===== src/hw/rtl/dnle_pkg.sv =====
// dnle_pkg: shared constants for the dns name label encoder
// no dependencies; imported by the encoder top level and its assertions
`timescale 1ns / 1ps

package dnle_pkg;

  localparam int BYTE_W        = 8;
  localparam int USER_W        = 2;
  localparam int LABEL_MAX_DEF = 62;

  localparam logic [BYTE_W-1:0] DOT_CHAR  = 8'h2E;
  localparam logic [BYTE_W-1:0] NULL_CHAR = 8'h00;

  // m_tuser bit positions
  localparam int USER_DONE = 0;
  localparam int USER_TL   = 1;

endpackage


===== src/hw/rtl/dnle_ram.sv =====
// dnle_ram: generic single write port, single read port ram
// registered read; no dependencies
`timescale 1ns / 1ps

module dnle_ram #(
  parameter int WIDTH = 8,
  parameter int DEPTH = 62,
  localparam int AW = (DEPTH > 1) ? $clog2(DEPTH) : 1
) (
  input  logic             clk,
  input  logic             we,
  input  logic [AW-1:0]    waddr,
  input  logic [WIDTH-1:0] wdata,
  input  logic [AW-1:0]    raddr,
  output logic [WIDTH-1:0] rdata
);

  logic [WIDTH-1:0] mem [DEPTH];

  always_ff @(posedge clk) begin
    if (we) begin
      mem[waddr] <= wdata;
    end
    rdata <= mem[raddr];
  end

endmodule


===== src/hw/rtl/dns_name_label_encoder.sv =====
// dns_name_label_encoder: top level, label store control and output register
// depends on dnle_pkg and dnle_ram
`timescale 1ns / 1ps

// Usage:
//   s_* carries one name character per word (s_tdata); a dot ends a label and
//   a zero character ends the name. m_* carries the encoded bytes (m_tdata),
//   m_tlast marks the last byte caused by one input word, m_tuser flags the
//   name terminator and a label that was cut at LABEL_MAX characters.
//   Ordinary characters are taken one per cycle and written to the label
//   store (those past LABEL_MAX are dropped); they give no output. A dot or
//   zero is taken into the sequencer state, then the block stops taking words
//   while it sends from the output register the length byte and the stored
//   characters, one per cycle while the receiver accepts, read out of the
//   label store ram (one read port, address steered ahead so no bubbles), and
//   after a zero the name terminator; a zero ending an empty name sends only
//   the terminator.
//   When the receiver stalls the output register holds its byte and the
//   sequencer waits with it; words are taken again once the last byte of the
//   label or terminator sits in the output register.
//   Synchronous reset clears the sequencer, label count and flags; the label
//   store itself needs no clearing, only written entries are ever read.
module dns_name_label_encoder #(
  parameter int LABEL_MAX = dnle_pkg::LABEL_MAX_DEF
) (
  input  logic                        clk,
  input  logic                        rst,
  input  logic                        s_tvalid,
  output logic                        s_tready,
  input  logic [dnle_pkg::BYTE_W-1:0] s_tdata,  // [7:0] name_char
  output logic                        m_tvalid,
  input  logic                        m_tready,
  output logic [dnle_pkg::BYTE_W-1:0] m_tdata,  // [7:0] out_byte
  output logic                        m_tlast,
  output logic [dnle_pkg::USER_W-1:0] m_tuser   // [0] name_done, [1] label_too_long
);

  import dnle_pkg::*;

  localparam int AW = (LABEL_MAX > 1) ? $clog2(LABEL_MAX) : 1;
  localparam int CW = $clog2(LABEL_MAX + 1);
  localparam logic [CW-1:0] CNT_MAX = CW'(LABEL_MAX);

  typedef enum logic [1:0] {
    ST_IDLE,
    ST_LEN,
    ST_CHR,
    ST_TERM
  } state_t;

  state_t          state;
  logic [CW-1:0]   count;
  logic            ovf;
  logic            started;
  logic [CW-1:0]   flush_cnt;
  logic            flush_tl;
  logic            flush_zero;
  logic [AW-1:0]   idx;
  logic [AW-1:0]   idx_next;
  logic [CW-1:0]   idx_inc;
  logic            chr_last;
  logic            ofree;
  logic            emit;
  logic            in_acc;
  logic            is_null;
  logic            is_dot;
  logic            wr_en;
  logic [BYTE_W-1:0] rd_data;

  assign s_tready = (state == ST_IDLE);
  assign in_acc   = s_tvalid && s_tready;
  assign is_null  = (s_tdata == NULL_CHAR);
  assign is_dot   = (s_tdata == DOT_CHAR);
  assign wr_en    = in_acc && !is_null && !is_dot && (count < CNT_MAX);
  assign ofree    = !m_tvalid || m_tready;
  assign emit     = ofree && (state != ST_IDLE);
  assign idx_inc  = CW'(idx) + CW'(1);
  assign chr_last = (idx_inc == flush_cnt);

  always_comb begin
    idx_next = idx;
    if (ofree && (state == ST_LEN)) begin
      idx_next = '0;
    end else if (ofree && (state == ST_CHR)) begin
      idx_next = idx + AW'(1);
    end
  end

  dnle_ram #(
    .WIDTH (BYTE_W),
    .DEPTH (LABEL_MAX)
  ) u_store (
    .clk   (clk),
    .we    (wr_en),
    .waddr (count[AW-1:0]),
    .wdata (s_tdata),
    .raddr (idx_next),
    .rdata (rd_data)
  );

  always_ff @(posedge clk) begin
    idx <= idx_next;
    if (rst) begin
      state    <= ST_IDLE;
      count    <= '0;
      ovf      <= 1'b0;
      started  <= 1'b0;
      m_tvalid <= 1'b0;
    end else begin
      if (emit) begin
        m_tvalid <= 1'b1;
      end else if (m_tready) begin
        m_tvalid <= 1'b0;
      end
      unique case (state)
        ST_IDLE: begin
          if (in_acc) begin
            if (is_null || is_dot) begin
              flush_cnt  <= count;
              flush_tl   <= ovf;
              flush_zero <= is_null;
              count      <= '0;
              ovf        <= 1'b0;
              started    <= is_dot;
              if (is_null && !started && (count == '0)) begin
                state <= ST_TERM;
              end else begin
                state <= ST_LEN;
              end
            end else begin
              started <= 1'b1;
              if (count < CNT_MAX) begin
                count <= count + CW'(1);
              end else begin
                ovf <= 1'b1;
              end
            end
          end
        end
        ST_LEN: begin
          if (ofree) begin
            m_tdata    <= {{(BYTE_W-CW){1'b0}}, flush_cnt};
            m_tlast    <= (flush_cnt == '0) && !flush_zero;
            m_tuser[USER_DONE] <= 1'b0;
            m_tuser[USER_TL]   <= flush_tl;
            if (flush_cnt != '0) begin
              state <= ST_CHR;
            end else if (flush_zero) begin
              state <= ST_TERM;
            end else begin
              state <= ST_IDLE;
            end
          end
        end
        ST_CHR: begin
          if (ofree) begin
            m_tdata    <= rd_data;
            m_tlast    <= chr_last && !flush_zero;
            m_tuser[USER_DONE] <= 1'b0;
            m_tuser[USER_TL]   <= flush_tl;
            if (chr_last) begin
              state <= flush_zero ? ST_TERM : ST_IDLE;
            end
          end
        end
        ST_TERM: begin
          if (ofree) begin
            m_tdata    <= NULL_CHAR;
            m_tlast    <= 1'b1;
            m_tuser[USER_DONE] <= 1'b1;
            m_tuser[USER_TL]   <= 1'b0;
            state      <= ST_IDLE;
          end
        end
        default: begin
          state <= ST_IDLE;
        end
      endcase
    end
  end

`ifndef SYNTHESIS
  a_count_range: assert property (@(posedge clk) disable iff (rst)
    count <= CNT_MAX)
    else $error("label count beyond limit");

  a_write_idle: assert property (@(posedge clk) disable iff (rst)
    wr_en |-> (state == ST_IDLE))
    else $error("label store written while emitting");

  a_chr_index: assert property (@(posedge clk) disable iff (rst)
    (state == ST_CHR) |-> (CW'(idx) < flush_cnt))
    else $error("read index past held label");

  a_term_word: assert property (@(posedge clk) disable iff (rst)
    (m_tvalid && m_tuser[USER_DONE]) |-> (m_tlast && (m_tdata == NULL_CHAR)
      && !m_tuser[USER_TL]))
    else $error("malformed name terminator");

  a_last_idle: assert property (@(posedge clk) disable iff (rst)
    (m_tvalid && m_tlast && $past(emit)) |-> (state == ST_IDLE))
    else $error("last word loaded while sequencer still busy");
`endif

endmodule


===== config.mk =====
export PLATFORM = sky130hd
export DESIGN_NAME = dns_name_label_encoder
export DESIGN_NICKNAME = d
export VERILOG_FILES = /design/src/hw/rtl/dnle_pkg.sv /design/src/hw/rtl/dnle_ram.sv /design/src/hw/rtl/dns_name_label_encoder.sv
export SDC_FILE = /design/constraint.sdc
export NUM_CORES = 1
export LEC_CHECK = 0
export ABC_AREA = 1
export BUFFER_PORTS_ARGS = -buffer_cell sky130_fd_sc_hd__buf_2
export CAP_MARGIN = 20
export CELL_PAD_IN_SITES_DETAIL_PLACEMENT = 1
export CELL_PAD_IN_SITES_GLOBAL_PLACEMENT = 1
export CORE_MARGIN = 1.5
export CORE_UTILIZATION = 40
export DETAILED_ROUTE_END_ITERATION = 8
export HOLD_SLACK_MARGIN = 0.03
export PLACE_DENSITY_LB_ADDON = 0.05
export SKIP_LAST_GASP = 1
export SLEW_MARGIN = 30
export SYNTH_ARGS = -nofsm -noshare
export SYNTH_HDL_FRONTEND = slang
export SYNTH_SLANG_ARGS = --single-unit

===== constraint.sdc =====
create_clock -name clk -period 4.96 [get_ports clk]
set_input_delay 0.496 -clock clk [delete_from_list [all_inputs] [get_ports clk]]
set_output_delay 0.496 -clock clk [all_outputs]
set_load 0.01 [all_outputs]

* Word-level counts from Yosys, hierarchy flattened
Memory sizes are Yosys's and may differ from the RTL's. A register that Yosys moved wholly into a read port is not among the register bits.
Cells that the tools add are included.
** Storage, ports and cells
- Bits in registers :: 36
- Bits in latches :: 0
- Memory bits (writable) :: 496
- ROM bits :: 0
- Input bits :: 12
- Output and inout bits :: 13
- Logic and storage cells :: 98
- Memories kept :: 1
** Memories
- u_store.mem :: depth 62, bits a word 8, read ports 1, clocked after memory_dff 1, wr ports 1, line dnle_ram.sv:18 : logic [WIDTH-1:0] mem [DEPTH];
** Operators by class
- Add/subtract/negate cells :: 2
- Multiply operators :: 0
- Div/mod/pow operators :: 0
- Magnitude comparators :: 1
- Equality and inequality tests :: 13
- Shift-type cells :: 0
- Mux-type cells :: 32
- Bitwise gates (word level) :: 1
- Reductions and logical operators :: 36
** Operators with widths (count)
- 2-to-1 mux 6 bit :: 4
- 2-to-1 mux 8 bit :: 3
- one-hot mux 8 bit (3 select lines) :: 1
- 2-to-1 mux 2 bit :: 11
- adder 6 x 1 -> 6 bit, second input constant :: 2
- zero test 6 bit :: 2
- logical AND 1 bit :: 11
- 2-to-1 mux 1 bit :: 10
- inequality test 2 bit, second input constant :: 5
- == test 8 x 6 -> 1 bit, second input constant :: 1
- zero test 8 bit :: 1
- one-hot mux 2 bit (4 select lines) :: 1
- AND reduction 4 bit :: 2
- nonzero test 2 bit :: 4
- == test 6 bit :: 1
- < comparator 6 bit, second input constant :: 1
- inequality test 2 x 1 -> 1 bit, second input constant :: 3
- AND reduction 3 bit :: 2
- AND reduction 6 bit :: 1
- nonzero test 6 bit :: 1
- zero test 1 bit :: 5
- AND reduction 5 bit :: 1
- == test 2 bit, second input constant :: 2
- one-hot mux 2 bit (2 select lines) :: 1
- other kinds (8) :: 9

* Longest topological paths before layout
Gate-level depths: netlist of run 1.
- Word-level depth :: 7
- Depth in mapped cells :: 16

* Hierarchy
A second synthesis of run 1 with hierarchy kept.
** Second synthesis, totals
- Cells, all modules :: 1987
- Area total of the unflattened synthesis :: 22390.2 um^2
** Modules (own cells, without submodules)
- dnle_ram :: times used 1, cells an instance 1756, area an instance 20465.9 um^2, seq. area each 15054.4 um^2
- dns_name_label_encoder :: times used 1, cells an instance 231, area an instance 1924.3 um^2, seq. area each 910.9 um^2

* Worst setup path after synthesis of run 1
OpenSTA, ideal clock, no wires.
- Kind :: reg-to-reg
- Start :: register state[0]
- End :: memory u_store.mem[40][0] (enable)
- Setup time :: 371 ps
- Arrival :: 2054 ps
- Setup slack :: 2536 ps
- Cell stages (with the launch flop) :: 10
- Buffers on the path :: 1
- Clock period less this slack :: 2424 ps
- Cells stage by stage :: dfxtp_1 inv_1 ha_1 nand2_1 a21oi_1 inv_1 nor2_1 buf_4 nand4_1 nor2_1
** Between the ends
- Cells in the longest elaborated chain, start to end :: 7
** Ends and longest elaborated chain
- start, declared :: line dns_name_label_encoder.sv:51 : state_t state;
- start signal, assigned :: line dns_name_label_encoder.sv:162 : state <= flush_zero ? ST_TERM : ST_IDLE;
- zero test 2 bit :: line dns_name_label_encoder.sv:70 : assign s_tready = (state == ST_IDLE);
- net s_tready :: line dns_name_label_encoder.sv:29 : output logic s_tready,
- logical AND 1 bit :: line dns_name_label_encoder.sv:71 : assign in_acc = s_tvalid && s_tready;
- logical AND 1 bit (3 in a row) :: line dns_name_label_encoder.sv:74 : assign wr_en = in_acc && !is_null && !is_dot && (count < CNT_MAX);
- 2-to-1 mux 1 bit :: line dnle_ram.sv:21 : if (we) begin
- 2-to-1 mux 1 bit (implied by the code) :: line dnle_ram.sv:22 : mem[waddr] <= wdata;
- end, declared :: line dnle_ram.sv:18
The timed path passes the listed nets, and every way through them passes these cells.

* Worst setup path after layout of run 1
- Start :: register state[0]
- End :: register u_store.rdata[2], read port of u_store.mem
** Between the ends
- Cells in the longest elaborated chain, start to end :: 4
- Elaborated cells on any way between the ends :: 6
- Those cells by class :: 2 x eq/ne; 2 x mux; 2 x reduce/logical
** Ends and longest elaborated chain
- == test 2 bit :: line dns_name_label_encoder.sv:84 : end else if (ofree && (state == ST_CHR)) begin
- logical AND 1 bit :: line dns_name_label_encoder.sv:84
- 2-to-1 mux 6 bit :: line dns_name_label_encoder.sv:84
- 2-to-1 mux 6 bit * :: line dns_name_label_encoder.sv:82 : if (ofree && (state == ST_LEN)) begin
- end, declared :: line dnle_ram.sv:15 : output logic [WIDTH-1:0] rdata
Every way passes the cells marked *; elsewhere a longest branch is shown, timed or not.
A chain may end at the register's enable or synchronous reset.

==> impl_results.md, run 1 <==
- Run status: complete, no violations
- Die Y-Extent: 250 um
- Width of the die: 250 um
- Die area: 0.0625 sq mm
- Switching Fraction: 42.1%
- Net Sw Power: 7030 uW
- Max-cap violations: 0
- Power per Cell Area: 612 mW/mm^2
- Cell Area, Synth: 0.0244 sq mm
- Yosys cell types: 30
- Fmax: 270 MHz
- CP Capture Type: flop
- Compound-Gate Fraction of Synth Area: 0.903%
- Min-Delay Path Class: input pin to flop
- P_int: 9680 uW
- Vias in the first global route: 17955
- Startpoint Class: flop
- CTS resizes: 0
- Drt drc: 0
- Clk network pwr share: 27.8%
- Final Hold Vio Count: 0
- Asr flop ratio synth: 0%
- Dominant synthesized flop cell: edfxtp_1
- Worst slew margin: 27.0%
- Finish-stage setup viols: 0
- Adder-Cell Fraction of Synth Area: 0.410%
- Reg-to-Reg End: u_store.rdata[2]
- Post-synthesis mux area share: 0.0410%
- I/O pins: 25
- Seq pwr share: 31.3%
- Clk pin slew, worst setup/hold paths: 0.06 ns
- CTS Sinks: 540
- Initial antenna violation count: 0
- Pre-CTS setup slack: 1.17 ns
- Routed vias: 17122
- Worst Path Arrival: 4.27 ns
- Comb power frac: 40.9%
- Util after Layout: 45.3%
- Main combinational cell family by area after synthesis: simple AND/OR/NAND/NOR gates
- Final worst clock skew: 0.0166 ns
- Antenna-violating nets left: 0
- Postcts setup bufs: 0
- RR Startpoint: state[0]
- CP Class: flop to flop
- ANT cells: 0
- Core footprint: 0.0604 sq mm
- Clock Tree Buf Depth: 3
- Simple-Gate Fraction of Synth Area: 22.6%
- Min Tclk post-route: 3.71 ns
- Avg Inst Size Synth: 10.2 sq um
- Initial Utilization: 40.4%
- Ys Warns: 0
- Synth Register Bits: 540
- Dpl hpwl: 43800 um
- P&R area growth vs syn: 12.0%
- Routed len/inst: 24.0 um
- WP data required: 5.52 ns
- Gate Count Post-Synth: 2388
- Fin. max-slew vios: 0
- Critical path endpoint: u_store.rdata[2]
- Sequential element share of the synthesized area: 65.5%
- Fillers: 6583
- Grt ovf: 0
- Largest net degree at the start of global routing: 193
- TritonCTS Buffers: 59
- R2R Setup Slk: 1.25 ns
- TritonCTS clock tree: yes
- DR iter-0 viols: 1182
- Vias per cell: 5.36
- Row cnt: 90
- Pleak: 0.0112 uW
- RD Place Congestion: 0.787
- Setup TNS: 0 ns
- Start point of the critical path: state[0]
- Routed wire length: 76700 um
- Setup WS post-layout: 1.25 ns
- Net count, final: 2383
- H-tree depth reported by CTS: 2
- Hold_buf cts: 0
- Final period util: 74.7%
- Clock latency on the worst-skew pair: 0.63 ns
- First-pass GRT wire length: 115000 um
- IR drop worst, VDD: 0.475 mV
- RSZ-0062 raised after global routing: no
- Clk root buf: clkbuf_16
- Gr usage total: 24.8%
- Slew @ Worst Pin: 1.09 ns
- Layout cell share with drive strength beyond 1: 7.34%
- Worst reg-to-reg path cell count: 13
- Xor and xnor fraction of the mapped netlist area: 0.359%
- Syn nets: 2408
- DRT Pass-1 Iters: 6
- PortBufs: 24
- Number of synthesized flops with an enable pin: 515
- Worst Path Max Fanout: 36
power groups by stage:
stage               Clock, uW  Combinational (uW)  Sequential, uW
global placement            0                6740            5330
global route             4860                7490            5240
CTS                      4710                6880            5230
finish                   4640                6840            5230
detailed placement          0                6850            5330
floorplan                   0                4300            5280
kinds of logic (layout without fill, tap and decap cells):
kind of cell | count (synthesis) | in the layout
flip-flops | 540 | 540
XOR/XNOR | 10 | 10
AO/OA/AOI/OAI | 43 | 43
adder cells (fa/ha/maj) | 8 | 8
buffers and inverters | 620 | 645
multiplexers | 1 | 1
AND/OR/NAND/NOR | 1166 | 1166
worst max-delay path, cell delays in order (launching register included):
cell     delay (ns)
dfxtp_1        0.33
inv_1          0.13
ha_1           0.54
nand2_2        0.29
nand2_1        0.17
nand3_4        0.39
inv_4          0.44
buf_4          0.52
nand3_1        0.16
nand3_1        0.22
nand3_1        0.12
nand3_1        0.10
nand3_1        0.08
nand2_1        0.08
Yosys cell counts, types with 2 or more instances:
library cell,number,share of area (%)
nand3_1,467,9.6
xnor2_1,3,0.11
inv_2,5,0.077
nand4_1,202,5.2
ha_1,8,0.41
nor3_1,4,0.082
o21ai_0,16,0.33
nand2_1,400,6.2
clkbuf_1,36,0.55
xor2_1,7,0.25
edfxtp_1,515,63
o21ai_1,10,0.21
a21oi_1,15,0.31
inv_1,467,7.2
nor2_1,80,1.2
nand2_2,4,0.10
dfxtp_1,25,2.1
buf_1,16,0.25
nand3_2,3,0.12
buf_2,82,1.7
nor2_2,2,0.051
buf_4,13,0.40
area by class of cell:
| type | instances | area (sq um) | share of cell area (%) |
|---|---|---|---|
| sequential | 540 | 16000 | 58.4 |
| clock buffer | 66 | 1550 | 5.66 |
| timing repair buffer | 61 | 531 | 1.94 |
| multi-input combinational | 1228 | 6030 | 22.1 |
| clock inverter | 45 | 489 | 1.79 |
| inverter | 473 | 1780 | 6.51 |
| tap | 782 | 978 | 3.58 |
cell usage in the layout (no fill, tap or decap), types with 2 or more instances in the layout:
cell	Yosys	final
xnor2_1	3	3
o21ai_0	16	16
inv_1	467	467
o21ai_1	10	10
nand3_4	0	3
nand3_1	467	462
dfxtp_1	25	25
nor3_1	4	3
nand2_8	0	2
buf_4	13	27
a21oi_1	15	15
edfxtp_1	515	515
buf_12	0	9
nor2_1	80	80
nand2_2	4	3
bufinv_16	0	10
clkinv_2	0	11
nand4_1	202	202
clkinvlp_4	0	9
nand3_2	3	5
nor2_4	1	2
clkbuf_1	36	5
ha_1	8	8
clkinv_1	1	14
nand2_1	400	399
inv_2	5	4
buf_2	82	24
xor2_1	7	7
clkbuf_16	0	61
flip-flops by register name (all words and copies together) (netlist names), 2 cells and up:
register / count
m_tuser: 2
flush_cnt: 6
idx: 6
u_store.rdata: 8
m_tdata: 8
state: 2
u_store.mem: 496
count: 6
through the flow:
step / hold WS, ns / power, uW / instance area, sq um / instances
final: 0.177 / 16700 / 27300 / 3195
after global placement: 0.433 / 12100 / 25200 / 3082
after global routing: 0.170 / 17600 / 27300 / 3195
after detailed placement: 0.436 / 12200 / 25200 / 3082
after floorplan: 0.403 / 9570 / 24400 / 2388
after CTS: 0.155 / 16800 / 27300 / 3193
worst min path at each step:
stage,start,end,slack [ns],depth (start not counted)
2_1_floorplan,ovf,flush_tl,0.40,0
3_3_place_gp,ovf,flush_tl,0.43,0
3_5_place_dp,ovf,flush_tl,0.44,0
4_1_cts,rst,count[1],0.15,2
5_1_grt,rst,count[3],0.17,2
6_report,rst,count[1],0.18,2
routing by layer:
| metal | global-route usage, % | share of wire [%] | vias up | wire length, um |
|---|---|---|---|---|
| met5 | 0.386 | 0 | - | 0 |
| met4 | 6.22 | 2.4 | 0 | 1820 |
| met3 | 3.44 | 4.3 | 100 | 3330 |
| met2 | 41.4 | 48 | 364 | 36900 |
| met1 | 33.9 | 45 | 8634 | 34700 |
| li1 | - | - | 8024 | - |
No activity file was read; power rests on OpenSTA's default activity.
==> run 2: changes to the inputs <==
==> constraint.sdc (replaced) <==
create_clock -name clk -period 3.4 [get_ports clk]
set_input_delay 0.34 -clock clk [delete_from_list [all_inputs] [get_ports clk]]
set_output_delay 0.34 -clock clk [all_outputs]
set_load 0.01 [all_outputs]
==> impl_results.md, run 2 (synthesized netlist as in run 1, its figures left out) <==
- Run status: complete, no violations
- P&R area growth vs syn: 13.6%
- Row cnt: 90 (unchanged)
- Fin. max-slew vios: 0 (unchanged)
- WP data required: 3.96 ns (-1.56 ns)
- Fmax: 337 MHz (+25%)
- Most common cell after layout, fill and taps aside: edfxtp_1
- Routed vias: 17605 (+2.8%)
- Clock latency on the worst-skew pair: 0.63 ns (about the same)
- Finish-stage setup viols: 0 (unchanged)
- Final worst clock skew: 0.0225 ns (+0.00596 ns)
- First-pass GRT wire length: 117000 um (+1.3%)
- Initial Utilization: 40.4% (unchanged)
- Worst Path Arrival: 3.53 ns (-0.74 ns)
- Max-cap violations: 0 (unchanged)
- Final Hold Vio Count: 0 (unchanged)
- Layout cell share with drive strength beyond 1: 9.56% (+2.2 points)
- Worst slew margin: 30.2% (+3.2 points)
- Width of the die: 250 um (unchanged)
- Largest net degree at the start of global routing: 92 (-52%)
- CP Capture Type: flop
- Gr usage total: 25.1% (+0.38 points)
- Reg with most FFs: u_store.mem
- Routed len/inst: 23.7 um (-1.1%)
- ANT cells: 0 (unchanged)
- Startpoint Class: flop
- Net count, final: 2461 (+3.3%)
- Slew @ Worst Pin: 1.04 ns (-0.0490 ns)
- Grt ovf: 0 (unchanged)
- H-tree depth reported by CTS: 2 (unchanged)
- CTS Sinks: 540 (unchanged)
- Min-Delay Path Class: input pin to flop
- Die Y-Extent: 250 um (unchanged)
- Routed wire length: 77700 um (+1.3%)
- Drt drc: 0 (unchanged)
- Worst Hold Depth: 4 (+2)
- Vias per cell: 5.38 (+0.40%)
- Dpl hpwl: 47300 um (+7.9%)
- CTS resizes: 0 (unchanged)
- RSZ-0062 raised after global routing: no
- Die area: 0.0625 sq mm (unchanged)
- Worst Path Max Fanout: 65 (+81%)
- Max FFs per register: 496 (unchanged)
- Power per Cell Area: 872 mW/mm^2 (+43%)
- Clk root buf: clkbuf_16
- PortBufs: 24 (unchanged)
- Final period util: 87.3% (+13 points)
- Clock Tree Buf Depth: 3 (unchanged)
- Post-DP Area: 0.0258 sq mm (+2.4%)
- Setup TNS: 0 ns (unchanged)
- IR drop worst, VDD: 0.500 mV (+5.4%)
- Min Tclk post-route: 2.97 ns (-0.740 ns)
- RD Place Congestion: 0.855 (+8.6%)
- Worst reg-to-reg path cell count: 13 (unchanged)
- DRT Pass-1 Iters: 5 (-1)
- DR iter-0 viols: 1350 (+14%)
- I/O pins: 25 (unchanged)
- Vias in the first global route: 18281 (+1.8%)
- TritonCTS clock tree: yes
- Pleak: 0.0115 uW (+3.0%)
- Core footprint: 0.0604 sq mm (unchanged)
- Design Area, Final: 0.0277 sq mm (+1.4%)
- CP Class: flop to flop
- Clk pin slew, worst setup/hold paths: 0.06 ns (about the same)
- Antenna-violating nets left: 0 (unchanged)
- TritonCTS Buffers: 60 (+1.7%)
- Initial antenna violation count: 3 (+3)
- Most frequent cells in the layout: edfxtp_1 (515), inv_1 (467), nand3_1 (466), nand2_1 (400), nand4_1 (202)
- Top flop regs: u_store.mem (496), m_tdata (8), u_store.rdata (8)
[run 2: cell count changes in the layout (fill, tap and decap cells not counted), sizes merged]
cell / before / now
dlygate4sd3: 0 / 2
buf: 61 / 136
clkinvlp: 9 / 0
inv: 473 / 472
clkbuf: 66 / 82
bufinv: 10 / 3
clkinv: 26 / 27
[run 2: worst paths after layout]
kind,start,endpoint,slack [ns]
hold reg to reg,ovf,flush_tl,0.44
setup reg to reg,state[0],u_store.rdata[5],0.43
setup / recovery,state[0],u_store.rdata[5],0.43
hold / removal,s_tvalid,ovf,0.13
[run 2: routing by layer]
| layer | part of all wire [%] | track usage, % |
|---|---|---|
| met1 | 44 | 33.3 |
| met2 | 48 | 41.7 |
| met3 | 4.8 | 4.18 |
| met4 | 3.1 | 8.78 |
| met5 | 0.030 | 0 |
[run 2: where the power goes]
| group | switching [uW] | internal [uW] |
|---|---|---|
| Clock | 2680 | 3550 |
| Sequential | 132 | 7480 |
| Combinational | 7440 | 2890 |
[run 2: final cells by class]
class / count / area (sq um)
Clock buffer: 82 / 1630
Timing Repair Buffer: 138 / 1150
Clock inverter: 29 / 215
Tap cell: 782 / 978
Sequential cell: 540 / 16000
Fill cell: 6663 / 32600
Multi-Input combinational cell: 1228 / 6000
Inverter: 473 / 1780
[run 2: what timing repair did]
item,4_1_cts,5_1_grt
setup buffers,0,0
hold buffers,2,0
endpoints found under the hold margin,7,0
[run 2: worst max-delay path: stages, from the launching register on]
cell	delay, ns
dfxtp_1	0.36
inv_1	0.11
ha_1	0.30
nand2_2	0.22
nand2_1	0.13
nand3_4	0.12
buf_12	0.30
buf_4	0.38
nand3_1	0.18
nand3_1	0.12
nand3_1	0.13
nand3_1	0.21
nand3_1	0.16
nand2_1	0.09
[run 2: metrics by stage]
stage | util [%] | setup WS [ns] | std cells | hold WS (ns) | total power, uW
final | 45.9 | 0.433 | 3272 | 0.127 | 24200
after global routing | 45.9 | 0.248 | 3272 | 0.143 | 25400
after CTS | 45.9 | 0.399 | 3272 | 0.0939 | 24400
after detailed placement | 42.8 | 0.397 | 3159 | 0.426 | 18100
after global placement | 42.8 | 0.465 | 3159 | 0.415 | 18000
after floorplan | - | 0.976 | 2388 | 0.403 | 14000
